--- src/hdl/range_max_segment_tree_assert.svh ---
// Assertion macros used by the segment tree back end.
`ifndef RANGE_MAX_SEGMENT_TREE_ASSERT_SVH
`define RANGE_MAX_SEGMENT_TREE_ASSERT_SVH

`ifndef SYNTHESIS
// Check a condition at every clock edge outside reset.
`define RMST_ASSERT(label, cond) \
  label: assert property (@(posedge clk) disable iff (!rst_n) (cond)) \
    else $error("rmst assertion failed");
// Check that an antecedent implies a consequent in the same cycle.
`define RMST_ASSERT_IMP(label, ante, cons) \
  label: assert property (@(posedge clk) disable iff (!rst_n) (ante) |-> (cons)) \
    else $error("rmst implication failed");
// Check that an antecedent implies a consequent in the next cycle.
`define RMST_ASSERT_NEXT(label, ante, cons) \
  label: assert property (@(posedge clk) disable iff (!rst_n) (ante) |=> (cons)) \
    else $error("rmst next-cycle check failed");
`else
`define RMST_ASSERT(label, cond)
`define RMST_ASSERT_IMP(label, ante, cons)
`define RMST_ASSERT_NEXT(label, ante, cons)
`endif

`endif

--- src/hdl/rmst_pkg.sv ---
// Shared types and constants of the range maximum segment tree.
package rmst_pkg;

  localparam int POS_W = 10;
  localparam int END_W = 11;
  localparam int VAL_W = 31;
  localparam int QDEPTH = 2;

  // Request kind codes as carried on in_tuser
  localparam logic KIND_WRITE = 1'b0;
  localparam logic KIND_QUERY = 1'b1;

  // Classified operation handed from front to back
  typedef enum logic [1:0] {
    OP_WRITE,
    OP_QUERY,
    OP_BAD
  } op_t;

  typedef struct packed {
    op_t              op;
    logic [POS_W-1:0] position;
    logic [END_W-1:0] range_end;
    logic [VAL_W-1:0] value;
  } cmd_t;

  // Status of the back end seen by the front
  typedef struct packed {
    logic clearing;
  } back_stat_t;

  typedef enum logic [2:0] {
    ST_CLR,
    ST_IDLE,
    ST_UP_RD,
    ST_UP_WR,
    ST_Q_LO,
    ST_Q_HI,
    ST_EMIT
  } state_t;

endpackage

--- src/hdl/rmst_front.sv ---
// Front end: accepts requests, drops ignored writes and flags bad ranges.
module rmst_front #(
  parameter int LEAVES = 1024
) (
  input  logic                      rst_n,
  input  logic                      in_tvalid,
  output logic                      in_tready,
  input  logic [55:0]               in_tdata,
  input  logic                      in_tuser,
  input  logic                      q_full,
  input  rmst_pkg::back_stat_t      stat,
  output logic                      q_push,
  output rmst_pkg::cmd_t            q_cmd
);

  logic [rmst_pkg::POS_W-1:0] pos;
  logic [rmst_pkg::END_W-1:0] rend;
  logic [rmst_pkg::VAL_W-1:0] val;
  logic                       wr_drop;
  logic                       q_bad;
  logic                       accept;

  // Unpack the request fields
  assign pos  = in_tdata[9:0];
  assign rend = in_tdata[20:10];
  assign val  = in_tdata[51:21];

  // Hold off requests while the queue is full or the tree is clearing
  assign in_tready = !q_full && !stat.clearing;
  assign accept    = in_tvalid && in_tready;

  // Classify: out-of-range writes vanish, bad queries carry a flag
  assign wr_drop = {22'd0, pos} >= 32'(LEAVES);
  assign q_bad   = ({1'b0, pos} >= rend) || ({21'd0, rend} > 32'(LEAVES));

  always_comb begin
    q_cmd.position  = pos;
    q_cmd.range_end = rend;
    q_cmd.value     = val;
    q_push          = 1'b0;
    if (in_tuser == rmst_pkg::KIND_WRITE) begin
      q_cmd.op = rmst_pkg::OP_WRITE;
      q_push   = accept && !wr_drop && rst_n;
    end else begin
      q_cmd.op = q_bad ? rmst_pkg::OP_BAD : rmst_pkg::OP_QUERY;
      q_push   = accept && rst_n;
    end
  end

endmodule

--- config.mk ---
export PLATFORM = sky130hd
export DESIGN_NAME = rmst_front
export DESIGN_NICKNAME = d
export VERILOG_FILES = /design/src/hdl/range_max_segment_tree_assert.svh /design/src/hdl/rmst_pkg.sv /design/src/hdl/rmst_front.sv
export SDC_FILE = /design/constraint.sdc
export NUM_CORES = 1
export LEC_CHECK = 0
export ABC_AREA = 1
export BUFFER_PORTS_ARGS = -buffer_cell sky130_fd_sc_hd__buf_4
export CAP_MARGIN = 0
export CORE_MARGIN = 10
export CORE_UTILIZATION = 32
export DETAILED_ROUTE_END_ITERATION = 16
export PLACE_DENSITY = 0.83
export SYNTH_ARGS = -nofsm -noshare
export SYNTH_HDL_FRONTEND = slang
export SYNTH_SLANG_ARGS = --single-unit
export TNS_END_PERCENT = 5
--- constraint.sdc ---
create_clock -name vclk -period 1.37
set_clock_uncertainty 0.05 [all_clocks]
set_input_delay 0.137 -clock vclk [all_inputs]
set_output_delay 0.137 -clock vclk [all_outputs]
set_load 0.01 [all_outputs]
==> summary.txt <==
Status
  • Run status: complete, but fails checks
  • Violated checks: negative setup slack

Synthesis
  • Main area contributors after synthesis: sky130_fd_sc_hd__buf_4 (48%), sky130_fd_sc_hd__ha_1 (15%), sky130_fd_sc_hd__nand2_1 (11%)
  • Cell type contributing the most total cell area after synthesis: sky130_fd_sc_hd__buf_4
  • Library cell with the highest instance count after synthesis: sky130_fd_sc_hd__buf_4
  • Post-Syn Instances: between 100 and 150
  • Post-synth top cells: sky130_fd_sc_hd__buf_4 (52), sky130_fd_sc_hd__nand2_1 (24), sky130_fd_sc_hd__inv_1 (22), sky130_fd_sc_hd__nor2_1 (19), sky130_fd_sc_hd__ha_1 (10)
  • Count of yosys warnings during synthesis: 0
  • Share of synthesized area occupied by flip-flops and latches: 0
  • Synth cell types: 11
  • Share of the synthesized area in the top cell type: 0.476
  • Synthesized area: 821 um^2
  • Mean area per synthesized cell: between 5 and 6 um^2
  • Number of nets produced by synthesis: 208

Layout
  • Antenna Diode Count: 0
  • Number of nets in the finished design: 220
  • Seq Cell Count: 0
  • Fill cell instance count of the final layout: around 260
  • Core occupancy in the finished layout: 0.454
  • Clock buffer count: 0
  • Storage cell area: 0 um^2
  • Area of combinational cells with multiple inputs: 504 um^2
  • Fraction of layout instances using a drive strength above 1: 0.633
  • Area delta synth->final: 35.8%

Critical path
  • Kind of start point of the critical path: input pin
  • Type of the setup path with the least slack: input pin to output port
  • Critical Path End Type: output port
  • Required arrival time at the worst endpoint: 1.18 ns
  • Critical-path maximum fanout: 2
  • Arrival @ worst endpoint: between 1 and 1.5 ns

Pwr
  • Worst vdd rail ir drop: 0.136 mV
  • PwrDens: 325 nW/um^2
  • Leakage: 0.000633 uW

Global routing
  • Global-route wire length before repair: 3500 um
  • Overflow left after global routing: 0
  • Global-route total usage across every layer: 0.0783
  • Vias in the first global route: 788
  • Number of antenna violations at the first check in global routing: 0
  • Largest net degree at the start of global routing: 5

Timing
  • Max frequency: 727 MHz
  • Ratio of final minimum period to clock period: 1.00
  • Worst max-slew margin expressed relative to the limit: 0.908
  • Final Worst Setup Slack: -0.00559 ns
  • Setup repair after global routing missed its margin: true
  • Worst-case hold slack: 0.224 ns
  • Minimum clock period: roughly 1.4 ns
  • Number of slew-limit violations in the final report: 0
  • Final Hold Vio Count: 0
  • Transition at the pin with the smallest max-transition slack: 0.138 ns
  • Final setup violation count: 2

Detailed routing
  • DRT Wirelength: 2180 um
  • Via count: ~750
  • Count of nets left with antenna violations after detail routing: 0
  • Average detailed-routed wire length per instance: 12.3 um
  • Via count normalized by instance count: 4.26
  • Iteration-0 DRC Markers: 9
  • Router iterations before antenna repair: 4
  • Post-route DRC violation count: 0

Place
  • Detailed placer's ending HPWL: ~1800 um
  • Placer congestion estimate: 0.731
  • Port Buf Inserts: 51

Min path
  • Tightest Hold Check Type: input pin to output port

Floorplanning
  • Chip height: roughly 71 um
  • CORE AREA: between 2000 and 2500 um^2
  • Boundary pin count: 117
  • Core Rows: 18
  • Area of the die: 4990 um^2
  • Die width: 70.6 um
  • Starting density of the core: 0.334

Run
  • Count of max-cap constraint violations: 0
[stage by stage]
stage	setup WS, ns	TNS [ns]	total power, uW	cells	area (um^2)
2_1_floorplan	0.125	0	249	137	821
3_3_place_gp	-0.128	-0.221	280	177	933
3_5_place_dp	-0.126	-0.230	286	177	933
4_1_cts	-0.0148	-0.0230	346	177	1080
5_1_grt	-0.130	-0.256	400	177	1110
6_report	-0.00559	-0.0105	362	177	1110
[what timing repair did]
action | CTS | global route
resized for setup | 30 | 11
endpoints found under the setup margin | 2 | 2
gates cloned | 0 | 0
hold buffers | 0 | 0
pin swaps | 15 | 12
buffers inserted | 0 | 0
[logic make-up after synthesis]
| logic type | share of synthesized area |
|---|---|
| buffers and inverters | 0.576 |
| AND/OR/NAND/NOR | 0.242 |
| adder cells (fa/ha/maj) | 0.152 |
| AO/OA/AOI/OAI | 0.0290 |
[cell usage in the layout (no fill, tap or decap), drive strengths merged]
cell type  count
buf           62
nand2         24
inv           22
nor2          19
ha            10
and3           1
a21boi         1
nor2b          1
nand3          5
a21oi          1
o21bai         1
[worst paths after layout]
| kind | start | end | slack [ns] | depth (start not counted) |
|---|---|---|---|---|
| setup / recovery | in_tdata[19] | q_cmd[53] | -0.006 | 12 |
| hold / removal | in_tdata[47] | q_cmd[26] | 0.22 | 0 |
[metal layers]
metal | part of all wire | vias up | track usage | wire [um]
met4 | 0.020 | 0 | 0.0172 | 43
met2 | 0.51 | 36 | 0.155 | 1120
li1 | - | 380 | - | -
met1 | 0.38 | 328 | 0.0797 | 824
met5 | 0 | - | 0 | 0
met3 | 0.088 | 10 | 0.0195 | 191
[worst max-delay path, stage by stage]
cell	delay, ns
sky130_fd_sc_hd__buf_8	0.08
sky130_fd_sc_hd__inv_4	0.03
sky130_fd_sc_hd__ha_4	0.27
sky130_fd_sc_hd__inv_4	0.03
sky130_fd_sc_hd__nor2_4	0.09
sky130_fd_sc_hd__nand2_2	0.07
sky130_fd_sc_hd__nor2_1	0.10
sky130_fd_sc_hd__nand2_1	0.07
sky130_fd_sc_hd__nand3_2	0.06
sky130_fd_sc_hd__nor2_2	0.03
sky130_fd_sc_hd__nor2_1	0.09
sky130_fd_sc_hd__buf_4	0.13
[area by class of cell]
type                            instances  share of cell area
Inverter                               22              0.0831
Multi-Input combinational cell         63               0.452
Tap cell                               30              0.0337
Timing Repair Buffer                   62               0.431
[power by group]
group | internal (uW) | switching, uW | total (uW)
Combinational | 202 | 161 | 362
Clock | 0 | 0 | 0
Sequential | 0 | 0 | 0
Note: power is estimated with default switching activity, not from simulation.
