### src/hdl/range_max_segment_tree_assert.svh
// Assertion macros used by the segment tree back end.
`ifndef RANGE_MAX_SEGMENT_TREE_ASSERT_SVH
`define RANGE_MAX_SEGMENT_TREE_ASSERT_SVH

`ifndef SYNTHESIS
// Check a condition at every clock edge outside reset.
`define RMST_ASSERT(label, cond) \
  label: assert property (@(posedge clk) disable iff (!rst_n) (cond)) \
    else $error("rmst assertion failed");
// Check that an antecedent implies a consequent in the same cycle.
`define RMST_ASSERT_IMP(label, ante, cons) \
  label: assert property (@(posedge clk) disable iff (!rst_n) (ante) |-> (cons)) \
    else $error("rmst implication failed");
// Check that an antecedent implies a consequent in the next cycle.
`define RMST_ASSERT_NEXT(label, ante, cons) \
  label: assert property (@(posedge clk) disable iff (!rst_n) (ante) |=> (cons)) \
    else $error("rmst next-cycle check failed");
`else
`define RMST_ASSERT(label, cond)
`define RMST_ASSERT_IMP(label, ante, cons)
`define RMST_ASSERT_NEXT(label, ante, cons)
`endif

`endif

### src/hdl/rmst_pkg.sv
// Shared types and constants of the range maximum segment tree.
package rmst_pkg;

  localparam int POS_W = 10;
  localparam int END_W = 11;
  localparam int VAL_W = 31;
  localparam int QDEPTH = 2;

  // Request kind codes as carried on in_tuser
  localparam logic KIND_WRITE = 1'b0;
  localparam logic KIND_QUERY = 1'b1;

  // Classified operation handed from front to back
  typedef enum logic [1:0] {
    OP_WRITE,
    OP_QUERY,
    OP_BAD
  } op_t;

  typedef struct packed {
    op_t              op;
    logic [POS_W-1:0] position;
    logic [END_W-1:0] range_end;
    logic [VAL_W-1:0] value;
  } cmd_t;

  // Status of the back end seen by the front
  typedef struct packed {
    logic clearing;
  } back_stat_t;

  typedef enum logic [2:0] {
    ST_CLR,
    ST_IDLE,
    ST_UP_RD,
    ST_UP_WR,
    ST_Q_LO,
    ST_Q_HI,
    ST_EMIT
  } state_t;

endpackage

### src/hdl/rmst_fifo.sv
// Short request queue between front and back ends.
module rmst_fifo (
  input  logic           clk,
  input  logic           rst_n,
  input  logic           push,
  input  rmst_pkg::cmd_t push_cmd,
  output logic           full,
  input  logic           pop,
  output rmst_pkg::cmd_t head_cmd,
  output logic           empty
);

  localparam int PW = (rmst_pkg::QDEPTH > 1) ? $clog2(rmst_pkg::QDEPTH) : 1;
  localparam int CW = $clog2(rmst_pkg::QDEPTH + 1);

  rmst_pkg::cmd_t entry_r [rmst_pkg::QDEPTH];
  logic [PW-1:0]  wr_ptr_r, wr_ptr_nxt;
  logic [PW-1:0]  rd_ptr_r, rd_ptr_nxt;
  logic [CW-1:0]  count_r, count_nxt;

  assign full     = count_r == CW'(rmst_pkg::QDEPTH);
  assign empty    = count_r == '0;
  assign head_cmd = entry_r[rd_ptr_r];

  // Advance pointers with wrap and track the fill level
  always_comb begin
    wr_ptr_nxt = wr_ptr_r;
    rd_ptr_nxt = rd_ptr_r;
    count_nxt  = count_r;
    if (push && !full) begin
      wr_ptr_nxt = (wr_ptr_r == PW'(rmst_pkg::QDEPTH - 1)) ? '0 : wr_ptr_r + PW'(1);
    end
    if (pop && !empty) begin
      rd_ptr_nxt = (rd_ptr_r == PW'(rmst_pkg::QDEPTH - 1)) ? '0 : rd_ptr_r + PW'(1);
    end
    if ((push && !full) && !(pop && !empty)) begin
      count_nxt = count_r + CW'(1);
    end else if (!(push && !full) && (pop && !empty)) begin
      count_nxt = count_r - CW'(1);
    end
  end

  always_ff @(posedge clk) begin
    if (!rst_n) begin
      wr_ptr_r <= '0;
      rd_ptr_r <= '0;
      count_r  <= '0;
    end else begin
      wr_ptr_r <= wr_ptr_nxt;
      rd_ptr_r <= rd_ptr_nxt;
      count_r  <= count_nxt;
    end
  end

  // Store the incoming request
  always_ff @(posedge clk) begin
    if (push && !full) begin
      entry_r[wr_ptr_r] <= push_cmd;
    end
  end

endmodule

### config.mk
export PLATFORM = sky130hd
export DESIGN_NAME = rmst_fifo
export DESIGN_NICKNAME = d
export VERILOG_FILES = /design/src/hdl/range_max_segment_tree_assert.svh /design/src/hdl/rmst_pkg.sv /design/src/hdl/rmst_fifo.sv
export SDC_FILE = /design/constraint.sdc
export NUM_CORES = 1
export LEC_CHECK = 0
export ABC_AREA = 1
export BUFFER_PORTS_ARGS = -buffer_cell sky130_fd_sc_hd__buf_2
export CORE_ASPECT_RATIO = 0.6
export CORE_MARGIN = 2
export CORE_UTILIZATION = 56
export CTS_CLUSTER_DIAMETER = 30
export DETAILED_ROUTE_END_ITERATION = 12
export PLACE_DENSITY_LB_ADDON = 0.25
export SETUP_SLACK_MARGIN = 0.15
export SYNTH_ARGS = -nofsm -noshare
export SYNTH_HDL_FRONTEND = slang
export SYNTH_SLANG_ARGS = --single-unit
export TNS_END_PERCENT = 100
### constraint.sdc
create_clock -name clk -period 6.6 [get_ports clk]
set_input_delay 0.66 -clock clk [delete_from_list [all_inputs] [get_ports clk]]
set_output_delay 0.66 -clock clk [all_outputs]
set_load 0.01 [all_outputs]
==> impl_metrics.env <==
export IMPL_status="finished clean"
export IMPL_wl_met3_um=440
export IMPL_p_int_uw=1780
export IMPL_regToRegStartpoint="count_r[1]"
export IMPL_crit_chain="mux2_2, buf_2"
export IMPL_cp_start_kind="register"
export IMPL_syn_to_final_growth_pct=27.7
export IMPL_ir_drop_uv=250
export IMPL_antenna_found_initial=0
export IMPL_grt_max_degree=55
export IMPL_routed_wl_mm=7.22
export IMPL_cp_data_required_time_ns=5.94
export IMPL_ys_seq_area_share_pct=76.1
export IMPL_grt_pass1_vias=2298
export IMPL_drt_iter0_markers=78
export IMPL_cts_tree="built"
export IMPL_p_sw_uw=580
export IMPL_gp_congestion=0.680
export IMPL_wl_met1_mm=3.25
export IMPL_io_buffers=113
export IMPL_worst_pin_slew_ns=0.983
export IMPL_dieArea_um2=8600
export IMPL_r2r_end="entry_r[1][31]"
export IMPL_track_usage_pct=18.2
export IMPL_grt_pass1_wl_mm=11.3
export IMPL_ys_async_sr_fraction_pct=0
export IMPL_synth_area_um2=4400
export IMPL_num_rows=24
export IMPL_cp_slowest_stage_delay_ns=1.00
export IMPL_end_kind="output port"
export IMPL_clkPwrFrac_pct=38.6
export IMPL_worstPathMaxFanout=54
export IMPL_critPathCapture="head_cmd[38]"
export IMPL_comb_power_share_pct=19.5
export IMPL_synth_common_cells="108 x edfxtp_1, 50 x mux2_4, 11 x nor2_1"
export IMPL_die_w_um=118
export IMPL_cts_buffers=17
export IMPL_maxSlewHeadroom_pct=34.5
export IMPL_period_minus_slack_ns=2.63
export IMPL_top_layer_used="met4"
export IMPL_die_y_um=72.6
export IMPL_synthMostInstantiatedCell="edfxtp_1"
export IMPL_finalMaxSlewViolations=0
export IMPL_netlist_instances=206
export IMPL_ys_warn_count=0
export IMPL_max_freq_mhz=380
export IMPL_reg2reg_slack_ns=4.96
export IMPL_clockBufferDepth=2
export IMPL_ctsResizeCount=0
export IMPL_slowest_stage="dfxtp_4"
export IMPL_first_pass_iters=4
export IMPL_ant_nets=0
export IMPL_final_cells=451
export IMPL_p_sw_share_pct=24.6
export IMPL_finalNetCount=393
export IMPL_synth_nets=265
export IMPL_routedWlPerCell_um=16.0
export IMPL_setup_viol=0
export IMPL_synth_edf_count=108
export IMPL_yosys_register_bits=113
export IMPL_numClockSinks=113
export IMPL_overflow=0
export IMPL_ios=114
export IMPL_crit_arrival_ns=1.97
export IMPL_initial_utilization_pct=59.3
export IMPL_rsz0062_at_grt="false"
export IMPL_reg2regPathDepth=4
export IMPL_tns_ns=0
export IMPL_fillers=438
export IMPL_core_area_um2=7420
export IMPL_synth_cell_type_count=15
export IMPL_clkTransAtPathRegs_ns=0.05
export IMPL_final_hold_viol_count=0
export IMPL_antenna_cells=0
export IMPL_power_frac_seq_pct=41.9
export IMPL_vias=2189
export IMPL_drc=0
export IMPL_p_leak_uw=0.00226
export IMPL_cts_hold_buf=0
export IMPL_dpl_hpwl_mm=4.46
export IMPL_syn_avg_cell_area_um2=21.3
export IMPL_synth_area_leader_cell="edfxtp_1"
export IMPL_layout_drive_gt1_share_pct=57.1
export IMPL_cellPowerDensity_nw_per_um2=420
export IMPL_hold_class="in2reg"
export IMPL_wl_met2_mm=3.44
export IMPL_via_per_inst=4.85
export IMPL_clock_latency_ns=0.40
export IMPL_finalCritPeriodShare_pct=39.9
export IMPL_htreeDepth=4
export IMPL_root_buffer="clkbuf_16"
export IMPL_fin_skew_ns=0.00557
export IMPL_post_cts_buffers=0
export IMPL_cap_violations=0
export IMPL_dp_cells=419
export IMPL_crit_type="reg2out"
export IMPL_ys_top_cells_by_area="edfxtp_1 74%, mux2_4 17%, buf_12 2.3%"
export IMPL_synthFlopType="edfxtp_1"
export IMPL_total_power_uw=2360
export IMPL_synth_top_area_share_pct=73.8
## worst max-delay path: cells and delay by family, from the launching register on
kind	cells	cell delay [ns]
buf+inv	1	0.14
flops	1	1.00
mux	1	0.43
## flip-flops by register name, summed over array words and instances, names as in the netlist, named ones only
register	count
entry_r	108
count_r	2
rd_ptr_r	1
wr_ptr_r	1
## per-stage QoR
stage / worst slack (ns) / area (µm²) / util, % / hold slack, ns
finish: 3.97 / 5610 / 75.7 / 0.450
global route: 3.86 / 5610 / 75.7 / 0.430
CTS: 3.90 / 5610 / 75.7 / 0.429
detailed placement: 4.34 / 5010 / 67.6 / 0.491
global placement: 4.36 / 5010 / 67.6 / 0.478
floorplan: 3.14 / 4400 / - / 0.467
## layout make-up
| type | instances | area (µm²) | share of cell area, % |
|---|---|---|---|
| Clock buffer | 17 | 425 | 7.58 |
| Clock inverter | 15 | 173 | 3.08 |
| Inverter | 9 | 33.8 | 0.602 |
| Multi-Input combinational cell | 78 | 922 | 16.4 |
| Sequential cell | 113 | 3350 | 59.6 |
| Tap cell | 104 | 130 | 2.32 |
| Timing Repair Buffer | 115 | 581 | 10.3 |
## power by group through the flow
stage          Clock (µW)  Sequential (µW)  Combinational [µW]
2_1_floorplan           0              951                 380
3_3_place_gp            0              998                 458
3_5_place_dp            0             1010                 462
4_1_cts               924              993                 465
5_1_grt               954             1000                 496
6_report              912              989                 459
## layout by cell type (no fill, tap or decap)
cell type   count
mux2_4         50
o21ai_0         2
clkbuf_16      17
nand4_1         1
clkinv_2        2
clkinvlp_4      1
edfxtp_1      108
o21ai_2         1
dfxtp_1         4
a21oi_1         1
nor2_4          2
dfxtp_4         1
buf_4           2
mux2_2          4
nand2_1         6
inv_1           9
nand3_1         1
buf_2         113
clkinv_4        1
bufinv_16       4
nor2_1          9
clkinv_1        7
ha_1            1
## cell families after synthesis
logic type	count (synthesis)	synth area share (%)
flip-flops	113	76.1
multiplexers	54	18.1
AND/OR/NAND/NOR	19	1.71
buffers and inverters	15	3.30
AO/OA/AOI/OAI	4	0.541
adder cells (fa/ha/maj)	1	0.285
## routing by layer
| layer | up-vias | global-route usage, % |
|---|---|---|
| li1 | 1050 | - |
| met2 | 77 | 28.6 |
| met5 | - | 0 |
| met3 | 10 | 6.95 |
| met1 | 1052 | 22.8 |
| met4 | 0 | 8.86 |
## worst min path at each step
stage,start,endpoint,slack [ns],cells after the start
global placement,rd_ptr_r,rd_ptr_r,0.48,2
CTS,push_cmd[33],entry_r[0][33],0.43,1
floorplan,rd_ptr_r,register,0.47,2
detailed placement,rd_ptr_r,rd_ptr_r,0.49,2
global route,push_cmd[30],entry_r[0][30],0.43,1
finish,push_cmd[33],entry_r[0][33],0.45,1
Note: power is estimated with default switching activity, not from simulation.
